<file path="src/hw/rtl/arbh_ram.sv">
// arbh_ram: generic one-write one-read ram with registered read data
`default_nettype none

module arbh_ram #(
  parameter int WIDTH = 64,
  parameter int DEPTH = 16
) (
  input  wire logic                     clk,
  input  wire logic                     we,
  input  wire logic [$clog2(DEPTH)-1:0] waddr,
  input  wire logic [WIDTH-1:0]         wdata,
  input  wire logic [$clog2(DEPTH)-1:0] raddr,
  output logic      [WIDTH-1:0]         rdata
);

  logic [WIDTH-1:0] mem [DEPTH];

  always_ff @(posedge clk) begin
    if (we) begin
      mem[waddr] <= wdata;
    end
    rdata <= mem[raddr];
  end

endmodule

`default_nettype wire

</file>
<file path="config.mk">
export PLATFORM = sky130hd
export DESIGN_NAME = arbh_ram
export DESIGN_NICKNAME = d
export VERILOG_FILES = /design/src/hw/rtl/arbh_ram.sv
export SDC_FILE = /design/constraint.sdc
export NUM_CORES = 1
export LEC_CHECK = 0
export BUFFER_PORTS_ARGS = -buffer_cell sky130_fd_sc_hd__buf_2
export CAP_MARGIN = 20
export CELL_PAD_IN_SITES_DETAIL_PLACEMENT = 2
export CELL_PAD_IN_SITES_GLOBAL_PLACEMENT = 2
export CORE_ASPECT_RATIO = 1.4
export CORE_MARGIN = 1.5
export CORE_UTILIZATION = 40
export DETAILED_ROUTE_END_ITERATION = 12
export GPL_ROUTABILITY_DRIVEN = 0
export GPL_TIMING_DRIVEN = 0
export MAX_ROUTING_LAYER = met4
export PLACE_DENSITY_LB_ADDON = 0.1
export SETUP_SLACK_MARGIN = 0.5
export SYNTH_ARGS = -nofsm -noshare
export SYNTH_HDL_FRONTEND = slang
export SYNTH_SLANG_ARGS = --single-unit
export TNS_END_PERCENT = 1
</file>
<file path="constraint.sdc">
create_clock -name clk -period 5.9 [get_ports clk]
set_input_delay 0.295 -clock clk [delete_from_list [all_inputs] [get_ports clk]]
set_output_delay 0.295 -clock clk [all_outputs]
set_load 0.02 [all_outputs]
</file>
==> results.toml <==
[clocking]
cts.sinks = 1088
cts_tree = "built"
clk_pin_slew_worst_paths_ns = 0.06
clkLatencyLatePin_ns = 0.70
ctsResizeCount = 0
cts.path.max_buffers = 3
cts_setup_buffers = 0
root_buffer = "clkbuf_16"
cts_hold_repair.buffers = 64
cts_inserted_buffers = 106
cts_max_level = 3

[power]
power_leakage_uw = 0.01531
post-layout-total-power_uw = 16520
p_int_uw = 12980
pwr-share-seq_pct = 52.6
combPwrFrac_pct = 5.6
power_per_standard_cell_area_nw_per_um2 = 348.4
netSwitchingFraction_pct = 21.43
switching_power_uw = 3541
pwr-share-clk_pct = 41.8
vdd_drop_max_uv = 242.5

[final_layout]
final_util_pct = 48.31
area_growth_syn_to_layout_pct = 19.84
final_layout_size_suffix_gt1_share_pct = 31.84
num-nets-final = 2100
layout.cells.non_filler = 3437

[sta]
timing.slew.headroom_pct = 25.55
timing.fmax_mhz = 532.3
period_minus_slack_ns = 1.879
hold_violation_count_in_the_final_report = 0
post-route-worst-setup-slack_ns = 4.021
min_period_over_period_pct = 31.84
worst_clock_skew_ns = 0.02877
setup_viol = 0
finalMaxSlewViolations = 0
worst_slew_pin_slew_ns = 1.117
setup_total_negative_slack_ns = 0
grt_setup_unrepaired = "no"

[worst_setup_path]
cp_data_required_time_ns = 6.53
worst_setup_path_end_kind = "flip-flop"
rr_startpoint = "mem[3][5]$_DFFE_PP_"
worst-setup-path-type = "in2reg"
regToRegEndpoint = "rdata[5]$_DFF_P_"
cp-endpoint = "rdata[18]$_DFF_P_"
reg2reg_depth = 3
timing.critical_path.arrival_ns = 2.51
critical_path.startpoint = "raddr[3]"
path_max_fanout = 10
r2r_slack_ns = 4.29
cp-start-kind = "input pin"

[synthesis]
synth_area_per_cell_um2 = 24.03
mappedNetlistArea_um2 = 39580
synth.cells.most_frequent = "1024 x edfxtp_1, 256 x mux4_2, 128 x a22oi_1, 65 x nand2_1, 64 x dfxtp_1"
synth.area.top_cells = "edfxtp_1 78%, mux4_2 15%, dfxtp_1 3.2%"
async_reset_ff_share_pct = 0
postSynthCellCount = 1647
synthDistinctLibCells = 18
library_cell_with_the_highest_instance_count_after_synthesis = "edfxtp_1"
synth_top_cell_by_area = "edfxtp_1"
post-synth-top-area-fraction_pct = 77.69
count_of_flip_flops_with_a_built_in_enable_after_synthesis = 1024
seq_area_frac_synth_pct = 80.92
synth_seq_cells = 1088
synth_ff_type = "edfxtp_1"
yosysWarningCount = 0
syn_nets = 1721

[placement]
dpl.cell_count = 3165
place.port_buffers = 135
post-place-ws_ns = 3.283
dp_hpwl_mm = 68.23

[floorplan]
io-pin-count = 138
floorplan.initialDensity_pct = 40.31
row_count = 136
die_outline_width_um = 268.9
dieArea_um2 = 100900
core_um2 = 98180
die_h_um = 375.2

[route]
postRouteWirelength_mm = 107.3
detailroute.via_count = 18690
initial_detailed_routing_violation_count = 1502
drtAntennaViolNets = 0
avgViaCountPerCell = 5.437
wl_per_cell_um = 31.21
drt-pass1-iter-count = 5
number_of_drc_violations_after_detailed_routing = 0

[global_route]
pin_count_of_the_biggest_net_entering_global_routing = 24
grt.total_usage_pct = 22.49
global_route.overflow_total = 0
antenna_found_initial = 8
grt_util_met3_pct = 2.934
grt.met1_usage_pct = 28.51
grt_first_pass_wirelength_mm = 153.9
grt_use_met2_pct = 38.05
grt_most_used_layer = "met2"
first_global_vias = 21130

[outcome]
run_status = "finished, final reports clean"

[hold_path]
hold_path.class = "in2reg"
min_from = "waddr[0]"
min_path_cells = 2

[flow_run]
maxCapViolCount = 0
layout make-up:
cell class | instances | area, um^2
sequential | 1088 | 32030
buffer | 84 | 451.7
antenna | 9 | 22.52
fill | 8585 | 50750
multi-input combinational | 475 | 7216
clock buffer | 148 | 3047
timing repair buffer | 271 | 2547
clock inverter | 51 | 478.0
tap | 1311 | 1640
power groups by stage:
stage	registers, uW	logic, uW	clock network, uW
floorplan	8910	412	0
global placement	8870	845	0
detailed placement	8860	915	0
CTS	8700	955	7060
global route	8710	999	7330
finish	8690	929	6900
how the worst min path moves through the flow:
stage | end | slack, ns
floorplan | mem[0][0]$_DFFE_PP_ | 0.39
global placement | mem[6][24]$_DFFE_PP_ | 0.65
detailed placement | rdata[54]$_DFF_P_ | 0.67
CTS | mem[12][20]$_DFFE_PP_ | 0.05
global route | mem[12][20]$_DFFE_PP_ | 0.09
finish | mem[12][20]$_DFFE_PP_ | 0.11
flip-flops by register name, indices dropped and copies added (netlist names):
| name | cells |
|---|---|
| mem | 1024 |
| rdata | 64 |
worst max-delay path, cell delays in order:
cell and delay (ns):
buf_2 0.11, and2_1 0.12, buf_1 0.82, clkbuf_1 0.74, a22oi_1 0.25, nand2_1 0.17
stage by stage:
stage	cell area [um^2]	hold WS, ns
floorplan	39590	0.3939
finish	47430	0.1089
detailed placement	43250	0.6727
global route	47430	0.09416
CTS	47410	0.05329
global placement	41900	0.6544
cells in the final DEF, fill, tap and decap left out, drive strengths merged:
cell,instances
edfxtp,1024
mux4,256
buf,255
clkbuf,184
a22oi,128
nand2,65
dlygate4sd3,64
dfxtp,64
clkinv,37
nor2,13
diode,9
bufinv,9
clkinvlp,4
nor3,4
nor2b,2
nand3b,2
nand2b,2
and2,1
nand3,1
or3b,1
inv,1
kinds of logic (layout without fill, tap and decap cells):
family | after synthesis | in the layout | share of synthesized area, %
AND/OR/NAND/NOR | 91 | 91 | 0.9420
multiplexers | 256 | 256 | 14.57
AO/OA/AOI/OAI | 128 | 128 | 2.428
flip-flops | 1088 | 1088 | 80.92
buffers and inverters | 84 | 554 | 1.141
other | 0 | 9 | 0
routing by layer:
metal	part of all wire, %	up-vias
met5	0	-
met4	2.1	0
met3	3.9	126
met2	53	429
met1	41	10300
li1	-	7830
Note: power is estimated with default switching activity, not from simulation.
